<file path="src/design/pacr_pkg.sv">
// shared types and constants of the phase adaptive replacement block
package pacr_pkg;

   localparam int SETS          = 2048;
   localparam int SET_BITS      = 11;
   localparam int WAYS          = 16;
   localparam int WAY_BITS      = 4;
   localparam int ADDR_BITS     = 48;
   localparam int DELTA_BITS    = ADDR_BITS + 1;
   localparam int REUSE_BITS    = 16;
   localparam int STRIDE_WINDOW = 8;
   localparam int RUN_BITS      = 3;
   localparam int FILL_BITS     = 4;
   localparam int HIT_WINDOW    = 16;
   localparam int HCNT_BITS     = 5;
   localparam int THR_BITS      = 5;
   localparam int DIST_BITS     = 13;
   localparam int KEY_BITS      = REUSE_BITS + 1;
   localparam int CSR_IDX_BITS  = 2;

   localparam logic [REUSE_BITS-1:0] REUSE_MAX = {REUSE_BITS{1'b1}};
   localparam logic [THR_BITS-1:0]   THR_RESET = THR_BITS'(10);
   localparam logic [DIST_BITS-1:0]  DIST_RESET = DIST_BITS'(64);

   localparam logic [CSR_IDX_BITS-1:0] CSR_PHASE_THRESHOLD  = CSR_IDX_BITS'(0);
   localparam logic [CSR_IDX_BITS-1:0] CSR_SPATIAL_DISTANCE = CSR_IDX_BITS'(1);

   localparam logic KIND_QUERY  = 1'b0;
   localparam logic KIND_UPDATE = 1'b1;

   typedef struct packed {
      logic                  is_query;
      logic [SET_BITS-1:0]   set_index;
      logic [WAY_BITS-1:0]   way;
      logic [ADDR_BITS-1:0]  address;
      logic                  hit;
   } req_type;

   typedef struct packed {
      logic [WAY_BITS-1:0] victim_way;
      logic                regular;
      logic                took_invalid;
   } rsp_type;

   typedef struct packed {
      logic                 push;
      rsp_type              data;
   } rsp_push_type;

   typedef struct packed {
      logic [THR_BITS-1:0]  phase_threshold;
      logic [DIST_BITS-1:0] spatial_distance;
   } cfg_type;

   typedef struct packed {
      logic [WAYS-1:0]                 valid;
      logic [WAYS-1:0][WAY_BITS-1:0]   rank;
      logic [WAYS-1:0][REUSE_BITS-1:0] reuse;
      logic [WAYS-1:0]                 spatial;
      logic [ADDR_BITS-1:0]            last_address;
      logic [DELTA_BITS-1:0]           last_delta;
      logic [RUN_BITS-1:0]             delta_run;
      logic [FILL_BITS-1:0]            fill;
      logic [HIT_WINDOW-1:0]           hits;
   } row_type;

   function automatic row_type reset_row();
      row_type r;
      r = '0;
      for (int w = 0; w < WAYS; w++) begin
         r.rank[w] = WAY_BITS'(w);
      end
      return r;
   endfunction

endpackage

</file>
<file path="src/design/pacr_rsp_q.sv">
// result queue between the back end and the response port
module pacr_rsp_q
   import pacr_pkg::*;
(
   input  logic         clock,
   input  logic         reset,
   input  rsp_push_type in_push,
   output logic         full,
   output logic         empty,
   output rsp_type      head,
   input  logic         pop
);

   rsp_type    ent_ff [2];
   logic       wr_ptr_ff, wr_ptr_in;
   logic       rd_ptr_ff, rd_ptr_in;
   logic [1:0] count_ff, count_in;
   logic       do_push, do_pop;

   assign full    = (count_ff == 2'd2);
   assign empty   = (count_ff == 2'd0);
   assign head    = ent_ff[rd_ptr_ff];
   assign do_push = in_push.push && !full;
   assign do_pop  = pop && !empty;

   always_comb begin
      wr_ptr_in = wr_ptr_ff ^ do_push;
      rd_ptr_in = rd_ptr_ff ^ do_pop;
      count_in  = count_ff + {1'b0, do_push} - {1'b0, do_pop};
   end

   always_ff @(posedge clock) begin
      if (do_push) begin
         ent_ff[wr_ptr_ff] <= in_push.data;
      end
      if (reset) begin
         wr_ptr_ff <= 1'b0;
         rd_ptr_ff <= 1'b0;
         count_ff  <= 2'd0;
      end else begin
         wr_ptr_ff <= wr_ptr_in;
         rd_ptr_ff <= rd_ptr_in;
         count_ff  <= count_in;
      end
   end

endmodule

</file>
<file path="config.mk">
export PLATFORM = sky130hd
export DESIGN_NAME = pacr_rsp_q
export DESIGN_NICKNAME = d
export VERILOG_FILES = /design/src/design/pacr_pkg.sv /design/src/design/pacr_rsp_q.sv
export SDC_FILE = /design/constraint.sdc
export NUM_CORES = 1
export LEC_CHECK = 0
export BUFFER_PORTS_ARGS = -buffer_cell sky130_fd_sc_hd__clkbuf_2
export CAP_MARGIN = 10
export CORE_UTILIZATION = 43
export CTS_CLUSTER_DIAMETER = 30
export DETAILED_ROUTE_END_ITERATION = 16
export PLACE_DENSITY = 0.7
export SLEW_MARGIN = 20
export SYNTH_ARGS = -nofsm -noshare
export SYNTH_HDL_FRONTEND = slang
export SYNTH_SLANG_ARGS = --single-unit
</file>
<file path="constraint.sdc">
create_clock -name clock -period 1.4 [get_ports clock]
set_input_delay 0.07 -clock clock [delete_from_list [all_inputs] [get_ports clock]]
set_output_delay 0.07 -clock clock [all_outputs]
set_load 0.01 [all_outputs]
</file>
==> reports/qor.csv <==
metric,value,unit
NetSw,421,µW
"Cell Count, Final, Fillers Out",85,
post-CTS setup buffers,0,
outcome,"complete, but fails checks",
met3 Resource Use GR,0.0435,
Worst setup SP type,register,
"commonest non-fill, non-tap cell in the layout",clkbuf_2,
total gr overflow,0,
die footprint,0.00170,mm²
skew final,0.00654,ns
Synth Register Bits,16,
Max-Cap Viols,0,
clock transition at the registers of the reported paths,0.09,ns
via count,402,
DR pass1 iterations,3,
Setup crit end kind,register,
"Max FO, Critical Path",4,
Min-Delay Path Class,in2reg,
met2 Usage GRT,0.270,
drc violations,0,
maximum vdd drop,1.13,mV
Hold Fails Final Rpt,0,
YS warnings,0,
CP arrival,1.65,ns
largest net degree at the start of global routing,9,
Netlist cell types,13,
initial antenna violation count,0,
Total GRT Usage,0.158,
"commonest cells after routing, fill and taps aside","clkbuf_2, edfxtp_1, mux2_2, dlygate4sd3_1, nor2_1",
CTS Sinks,16,
family with the most delay on the worst path,simple AND/OR/NAND/NOR gates,
Initial Util,0.484,
Critical-path top delay cell,dfxtp_2,
Slew headroom,0.879,
CP Launch Point,count_ff[1]$_SDFF_PP0_,
DRT iter0 DRCs,3,
flop-to-flop setup slack,-0.03,ns
number of buffers created by CTS,3,
Routed WL,1100,µm
register share of total power,0.462,
Vias/cell,4.73,
post-synthesis sequential area ratio,0.667,
Comb pwr share,0.379,
Leakage Power,0.000375,µW
# placed instances,75,
critical path required time,1.62,ns
# diodes,0,
cells after synthesis,42,
syn avg cell area,15.7,µm²
synth-to-layout area growth,36.9,%
PwrDens,1600,mW/mm²
CP bufs+invs,1,
Post-DRT Antenna Nets,0,
fin nets,86,
Die Y-Extent,41.2,µm
Yosys top cell area share,0.545,
synthesized area,661,µm²
post-DP HPWL,744,µm
critical path cell sequence,"or2b_1, nand2_2, ha_4, inv_4, ha_4, xnor3_1, nor2_1",
violated checks,setup timing,
CTS tree,yes,
GP Congestion,0.590,
# rows,13,
Wirelength per Cell,13.0,µm
Crit Path Category,reg2reg,
clock latency at the later pin of the worst-skew pair,0.28,ns
final setup margin,-0.0344,ns
number of fill cells,105,
Synth area leader,edfxtp_1,
Root Buffer,clkbuf_4,
worst hold start,pop,
Worst-Margin Slew,0.181,ns
Reg2Reg Launch Point,count_ff[1]$_SDFF_PP0_,
power consumption,1450,µW
GR peak layer,met2,
setup violators final,1,
die width,41.2,µm
Synth Net Count,56,
RSZ-0062 raised after global routing,yes,
# port buffers,17,
CP max stage delay,0.35,ns
Int Pwr,1030,µW
vias in the first global route,396,
Most common cell on crit path,ha_4,
synth top area cells,"edfxtp_1, dfxtp_1, mux2_2, ha_1, xnor3_1",
H-tree depth,1,
core area,0.00137,mm²
Clock Path Buffers,2,
Max Clk Rate,697,MHz
global-route wire length before repair,1640,µm
clock power share,0.159,
IO Count,18,
Tmin final,1.43,ns
share of post-route cells with drive strength above 1,0.529,
period utilization,1.02,
final slew viol count,0,
switch share,0.291,
routing usage on met1,0.170,
-- what timing repair did --
action                                  in CTS  in global routing
gates resized for setup                      1                  9
endpoints found under the setup margin       2                 20
hold buffers                                 7                  0
hold endpoints to repair                    14                  0
pin swaps                                    0                  2
-- metrics by stage --
step	cell area (µm²)	util	TNS [ns]	setup WS, ns	hold slack [ns]
4_1_cts	868	0.636	-0.0673	-0.0673	0.209
6_report	905	0.662	-0.0344	-0.0344	0.276
3_3_place_gp	774	0.567	-0.0234	-0.0234	0.259
2_1_floorplan	661	-	0	0.0297	0.137
3_5_place_dp	774	0.567	-0.0775	-0.0688	0.265
5_1_grt	905	0.662	-0.108	-0.106	0.292
-- flip-flops by register name, indices dropped and copies added (netlist names) --
register,cells
ent_ff,12
count_ff,2
rd_ptr_ff,1
wr_ptr_ff,1
-- cells in the mapped netlist --
| master | n |
|---|---|
| and2_1 | 1 |
| inv_1 | 3 |
| buf_2 | 1 |
| ha_1 | 4 |
| xnor3_1 | 1 |
| edfxtp_1 | 12 |
| nor2b_1 | 2 |
| nand2_1 | 1 |
| or2b_1 | 1 |
| nor2_1 | 4 |
| o21a_1 | 1 |
| dfxtp_1 | 4 |
| mux2_2 | 7 |
-- metal layers --
layer	wire length, µm	vias to the layer above
met3	45	0
met2	585	12
met4	0	0
li1	-	205
met5	0	-
met1	472	185
-- final cells by class --
cell class | instances | area (µm²) | share of cell area
Sequential cell | 16 | 443 | 0.490
Timing Repair Buffer | 26 | 170 | 0.188
Clock buffer | 3 | 22.5 | 0.0249
Tap cell | 15 | 18.8 | 0.0207
Multi-Input combinational cell | 22 | 236 | 0.261
Inverter | 3 | 13.8 | 0.0152
-- final timing paths --
check	cells past startpoint	end
setup / recovery	7	count_ff[1]$_SDFF_PP0_
hold / removal	3	rd_ptr_ff$_SDFF_PP0_
setup reg to reg	7	count_ff[1]$_SDFF_PP0_
hold reg to reg	3	wr_ptr_ff$_SDFF_PP0_
-- cells by family (layout without fill, tap and decap cells) --
| kind of cell | after synthesis | after routing | share of synthesized area |
|---|---|---|---|
| flops | 16 | 16 | 0.667 |
| simple gates | 9 | 9 | 0.0682 |
| mux | 7 | 7 | 0.119 |
| fa+ha+maj | 4 | 4 | 0.0758 |
| buf+inv | 4 | 32 | 0.0246 |
| compound gates | 1 | 1 | 0.0114 |
| xor+xnor | 1 | 1 | 0.0341 |
-- power groups by stage --
stage | logic [µW] | clock network [µW] | registers, µW
floorplan | 317 | 0 | 647
global placement | 455 | 0 | 672
detailed placement | 459 | 0 | 675
CTS | 478 | 238 | 667
global route | 612 | 253 | 679
finish | 549 | 230 | 668
-- worst min-delay path, cell delays in order --
cell and delay (ns):
clkbuf_2 0.08, o21a_1 0.20, mux2_2 0.17
No activity file was read; power rests on OpenSTA's default activity.
