## src/design/pacr_pkg.sv

```systemverilog
// shared types and constants of the phase adaptive replacement block
package pacr_pkg;

   localparam int SETS          = 2048;
   localparam int SET_BITS      = 11;
   localparam int WAYS          = 16;
   localparam int WAY_BITS      = 4;
   localparam int ADDR_BITS     = 48;
   localparam int DELTA_BITS    = ADDR_BITS + 1;
   localparam int REUSE_BITS    = 16;
   localparam int STRIDE_WINDOW = 8;
   localparam int RUN_BITS      = 3;
   localparam int FILL_BITS     = 4;
   localparam int HIT_WINDOW    = 16;
   localparam int HCNT_BITS     = 5;
   localparam int THR_BITS      = 5;
   localparam int DIST_BITS     = 13;
   localparam int KEY_BITS      = REUSE_BITS + 1;
   localparam int CSR_IDX_BITS  = 2;

   localparam logic [REUSE_BITS-1:0] REUSE_MAX = {REUSE_BITS{1'b1}};
   localparam logic [THR_BITS-1:0]   THR_RESET = THR_BITS'(10);
   localparam logic [DIST_BITS-1:0]  DIST_RESET = DIST_BITS'(64);

   localparam logic [CSR_IDX_BITS-1:0] CSR_PHASE_THRESHOLD  = CSR_IDX_BITS'(0);
   localparam logic [CSR_IDX_BITS-1:0] CSR_SPATIAL_DISTANCE = CSR_IDX_BITS'(1);

   localparam logic KIND_QUERY  = 1'b0;
   localparam logic KIND_UPDATE = 1'b1;

   typedef struct packed {
      logic                  is_query;
      logic [SET_BITS-1:0]   set_index;
      logic [WAY_BITS-1:0]   way;
      logic [ADDR_BITS-1:0]  address;
      logic                  hit;
   } req_type;

   typedef struct packed {
      logic [WAY_BITS-1:0] victim_way;
      logic                regular;
      logic                took_invalid;
   } rsp_type;

   typedef struct packed {
      logic                 push;
      rsp_type              data;
   } rsp_push_type;

   typedef struct packed {
      logic [THR_BITS-1:0]  phase_threshold;
      logic [DIST_BITS-1:0] spatial_distance;
   } cfg_type;

   typedef struct packed {
      logic [WAYS-1:0]                 valid;
      logic [WAYS-1:0][WAY_BITS-1:0]   rank;
      logic [WAYS-1:0][REUSE_BITS-1:0] reuse;
      logic [WAYS-1:0]                 spatial;
      logic [ADDR_BITS-1:0]            last_address;
      logic [DELTA_BITS-1:0]           last_delta;
      logic [RUN_BITS-1:0]             delta_run;
      logic [FILL_BITS-1:0]            fill;
      logic [HIT_WINDOW-1:0]           hits;
   } row_type;

   function automatic row_type reset_row();
      row_type r;
      r = '0;
      for (int w = 0; w < WAYS; w++) begin
         r.rank[w] = WAY_BITS'(w);
      end
      return r;
   endfunction

endpackage

```

## src/design/pacr_front.sv

```systemverilog
// front end: request queue that classifies incoming requests
module pacr_front
   import pacr_pkg::*;
(
   input  logic                 clock,
   input  logic                 reset,
   input  logic                 push,
   input  logic                 kind,
   input  logic [SET_BITS-1:0]  set_index,
   input  logic [WAY_BITS-1:0]  way,
   input  logic [ADDR_BITS-1:0] address,
   input  logic                 hit,
   output logic                 full,
   output logic                 head_valid,
   output req_type              head,
   input  logic                 pop
);

   req_type    ent_ff [2];
   logic       wr_ptr_ff, wr_ptr_in;
   logic       rd_ptr_ff, rd_ptr_in;
   logic [1:0] count_ff, count_in;
   logic       do_push, do_pop;
   req_type    item;

   assign full       = (count_ff == 2'd2);
   assign head_valid = (count_ff != 2'd0);
   assign head       = ent_ff[rd_ptr_ff];
   assign do_push    = push && !full;
   assign do_pop     = pop && head_valid;

   always_comb begin
      item.is_query  = (kind == KIND_QUERY);
      item.set_index = set_index;
      item.way       = way;
      item.address   = address;
      item.hit       = hit;
      wr_ptr_in = wr_ptr_ff ^ do_push;
      rd_ptr_in = rd_ptr_ff ^ do_pop;
      count_in  = count_ff + {1'b0, do_push} - {1'b0, do_pop};
   end

   always_ff @(posedge clock) begin
      if (do_push) begin
         ent_ff[wr_ptr_ff] <= item;
      end
      if (reset) begin
         wr_ptr_ff <= 1'b0;
         rd_ptr_ff <= 1'b0;
         count_ff  <= 2'd0;
      end else begin
         wr_ptr_ff <= wr_ptr_in;
         rd_ptr_ff <= rd_ptr_in;
         count_ff  <= count_in;
      end
   end

endmodule

```

## config.mk

```make
export PLATFORM = sky130hd
export DESIGN_NAME = pacr_front
export DESIGN_NICKNAME = d
export VERILOG_FILES = /design/src/design/pacr_pkg.sv /design/src/design/pacr_front.sv
export SDC_FILE = /design/constraint.sdc
export NUM_CORES = 1
export LEC_CHECK = 0
export ABC_AREA = 0
export ABC_CLOCK_PERIOD_IN_PS = 2500
export BUFFER_PORTS_ARGS = -buffer_cell sky130_fd_sc_hd__buf_2
export CELL_PAD_IN_SITES_DETAIL_PLACEMENT = 1
export CELL_PAD_IN_SITES_GLOBAL_PLACEMENT = 1
export CORE_ASPECT_RATIO = 1.5
export CORE_UTILIZATION = 39
export CTS_CLUSTER_SIZE = 28
export DETAILED_ROUTE_END_ITERATION = 8
export PLACE_DENSITY_LB_ADDON = 0.1
export SYNTH_ARGS = -nofsm -noshare
export SYNTH_HDL_FRONTEND = slang
export SYNTH_SLANG_ARGS = --single-unit
```

## constraint.sdc

```tcl
create_clock -name clock -period 2.5 [get_ports clock]
set_input_delay 0 -clock clock [delete_from_list [all_inputs] [get_ports clock]]
set_output_delay 0 -clock clock [all_outputs]
set_load 0.01 [all_outputs]
```

==> impl_metrics.toml <==
[sta]
whs_ns = 0.01587
rsz0062_at_grt = "false"
slew_viol_final = 0
fmax_ghz = 0.5256
layout_min_cycle_time_ns = 1.903
period_share_pct = 76.10
setup_viol = 0
hold_viol = 0
max_slew.worst_pin.slew_ns = 0.6057
finalClockSkew_ns = 0.006684
maxSlewHeadroom_pct = 59.62

[final_layout]
register_area_mm2 = 0.003985
drive_gt1_share_pct = 52.18
diodes = 0
finalInstanceArea_mm2 = 0.007167
fillCellCount = 1131
final_cells = 611
multi_input_area_um2 = 894.6
layout.nets = 518
area_delta_synth_final_pct = 45.53
final_core_util_pct = 59.04

[cts]
ctsResizeCount = 0
cts_root_buf = "clkbuf_16"
clockBufferDepth = 2
tritoncts = "yes"
cts_hold_buf = 66
cts_buffers = 17
postCtsSetupRepairBufs = 0
clock-sinks = 134
clk_latency_ns = 0.40
clk_pin_slew_ns = 0.05
htree_levels = 4

[power_and_ir_drop]
power.leakage_nw = 2.740
irDropWorstVdd_mv = 0.6254
p_per_area_mw_per_mm2 = 1000

[yosys]
ys_types = 16
syn-num-nets = 299
synth_top_area_share_pct = 79.27
yosysSeqAreaShare_pct = 80.89
yosysWarnings = 0
synth_cells = 226
yosysTopAreaCell = "edfxtp_1"
synth.area.top_cells = "edfxtp_1, mux2_2, dfxtp_1, ha_1, buf_6"
ys_seq_elements = 134
syn_area_per_cell_um2 = 21.79
synth_area_mm2 = 0.004925

[global_route]
grt_pass1_vias = 3191
antenna_found_initial = 0
gr-total-overflow = 0
grt_start_max_net_pins = 34
grt.total_usage_pct = 16.70
grt_first_pass_wirelength_mm = 15.91

[critical_path]
required_ns = 2.50
crit_start = "rd_ptr_ff$_SDFF_PP0_"
setup.worst_path.end = "head[38]"
path_max_fanout = 24
cp.arrival_ns = 1.90
worstSetupPathType = "reg2out"
timing.rr.end = "ent_ff[1][60]$_DFFE_PP_"
critical_path.endpoint_type = "output pin"
r2r_setup_slack_ns = 0.70
cp-start-kind = "flop"
r2r_start = "count_ff[0]$_SDFF_PP0_"
r2r_cells = 4

[placement]
dp.cells = 513
gp_congestion = 0.6796
hpwlAfterDp_mm = 6.179
portBuffers = 135
postPlaceCellArea_mm2 = 0.005869

[die]
dieArea_mm2 = 0.01309
start_util_pct = 40.57
die_h_um = 139.6
core_area_mm2 = 0.01214
io_pins = 136
num_rows = 49
die_x_um = 93.75

[detailed_routing]
drtAntennaViolNets = 0
drt-initial-drc-count = 103
met3_length_um = 427
routedWlPerCell_um = 16.54
vias_per_cell = 4.628
top_layer = "met4"
met1Wirelength_mm = 3.636
num_vias = 2828
finalWirelength_mm = 10.11
first_pass_iters = 4
wl_met2_mm = 5.794
drcViolationCount = 0

[min_path]
min_path_type = "in2reg"
hold_depth = 3

[flow_run]
max-cap-violations = 0

[outcome]
outcome = "complete, no violations"
==> cell type report <==
class                   instances  share of cell area [%]
well taps                     153                   2.671
multi-input cells              81                   12.48
clock buffers                  19                   6.041
clock inverters                13                   2.846
inverters                       4                  0.2095
flip-flops and latches        134                   55.60
repair buffers                207                   20.15
==> cell usage after synthesis <==
| cell type | count |
|---|---|
| ha_1 | 4 |
| buf_6 | 3 |
| buf_4 | 1 |
| nor2b_1 | 2 |
| nor2_1 | 3 |
| edfxtp_1 | 130 |
| dfxtp_1 | 4 |
| nand2b_1 | 1 |
| xnor3_1 | 1 |
| mux2_2 | 66 |
| or2_2 | 1 |
| buf_2 | 3 |
| o21a_1 | 1 |
| nand2_1 | 1 |
| inv_1 | 4 |
| and2_1 | 1 |
==> cells in the final DEF (no fill, tap or decap), types with 2 or more instances in the layout <==
cell type / instances
clkbuf_1: 2
clkinv_4: 2
clkinv_1: 2
bufinv_16: 5
buf_2: 135
dlygate4sd3_1: 66
clkbuf_16: 17
nor2b_1: 2
edfxtp_1: 130
ha_4: 2
mux2_2: 66
buf_12: 5
ha_1: 2
nor2_1: 3
dfxtp_1: 3
inv_1: 4
clkinvlp_4: 2
==> metrics by stage <==
stage                     worst slack, ns  power (mW)  setup TNS, ns
final                              0.5975       7.168              0
after global routing               0.4941       7.464              0
after CTS                          0.5207       7.263              0
after detailed placement           0.6743       4.501              0
after global placement             0.7241       4.463              0
after floorplan                   -0.1261       3.880         -16.40
==> per-layer routing <==
layer,vias to the layer above,GRT usage (%)
met2,93,31.27
met5,-,0
met3,19,4.426
met1,1392,16.45
li1,1324,-
met4,0,8.097
==> state kept, by name (all words and copies together), names as in the netlist <==
name	flops
count_ff	2
ent_ff	130
rd_ptr_ff	1
wr_ptr_ff	1
==> power by group <==
group | internal (mW) | leakage, nW | switching (mW)
sequential | 2.85 | 1.25 | 0.118
combinational | 0.787 | 1.19 | 0.746
clock | 1.77 | 0.303 | 0.901
total | 5.40 | 2.74 | 1.77
==> cells by family after synthesis <==
group | Yosys count | synth area share [%]
muxes | 66 | 15.09
buffers and inverters | 11 | 1.448
AOI/OAI and AO/OA | 1 | 0.1525
adders and majority gates | 4 | 1.016
DFF | 134 | 80.89
and+or+nand+nor | 9 | 0.9402
xor gates and xnor gates | 1 | 0.4573
==> worst min path at each step <==
| stage | startpoint | end |
|---|---|---|
| 2_1_floorplan | reset | wr_ptr_ff$_SDFF_PP0_ |
| 3_3_place_gp | set_index[1] | ent_ff[1][54]$_DFFE_PP_ |
| 3_5_place_dp | set_index[6] | ent_ff[0][59]$_DFFE_PP_ |
| 4_1_cts | pop | rd_ptr_ff$_SDFF_PP0_ |
| 5_1_grt | pop | rd_ptr_ff$_SDFF_PP0_ |
| 6_report | pop | rd_ptr_ff$_SDFF_PP0_ |
==> worst max-delay path, cell delays in order (launching register included) <==
cell and delay [ns]:
dfxtp_2 0.72, buf_12 0.26, mux2_2 0.37, buf_2 0.14
Power figures use the tool's default switching activity.
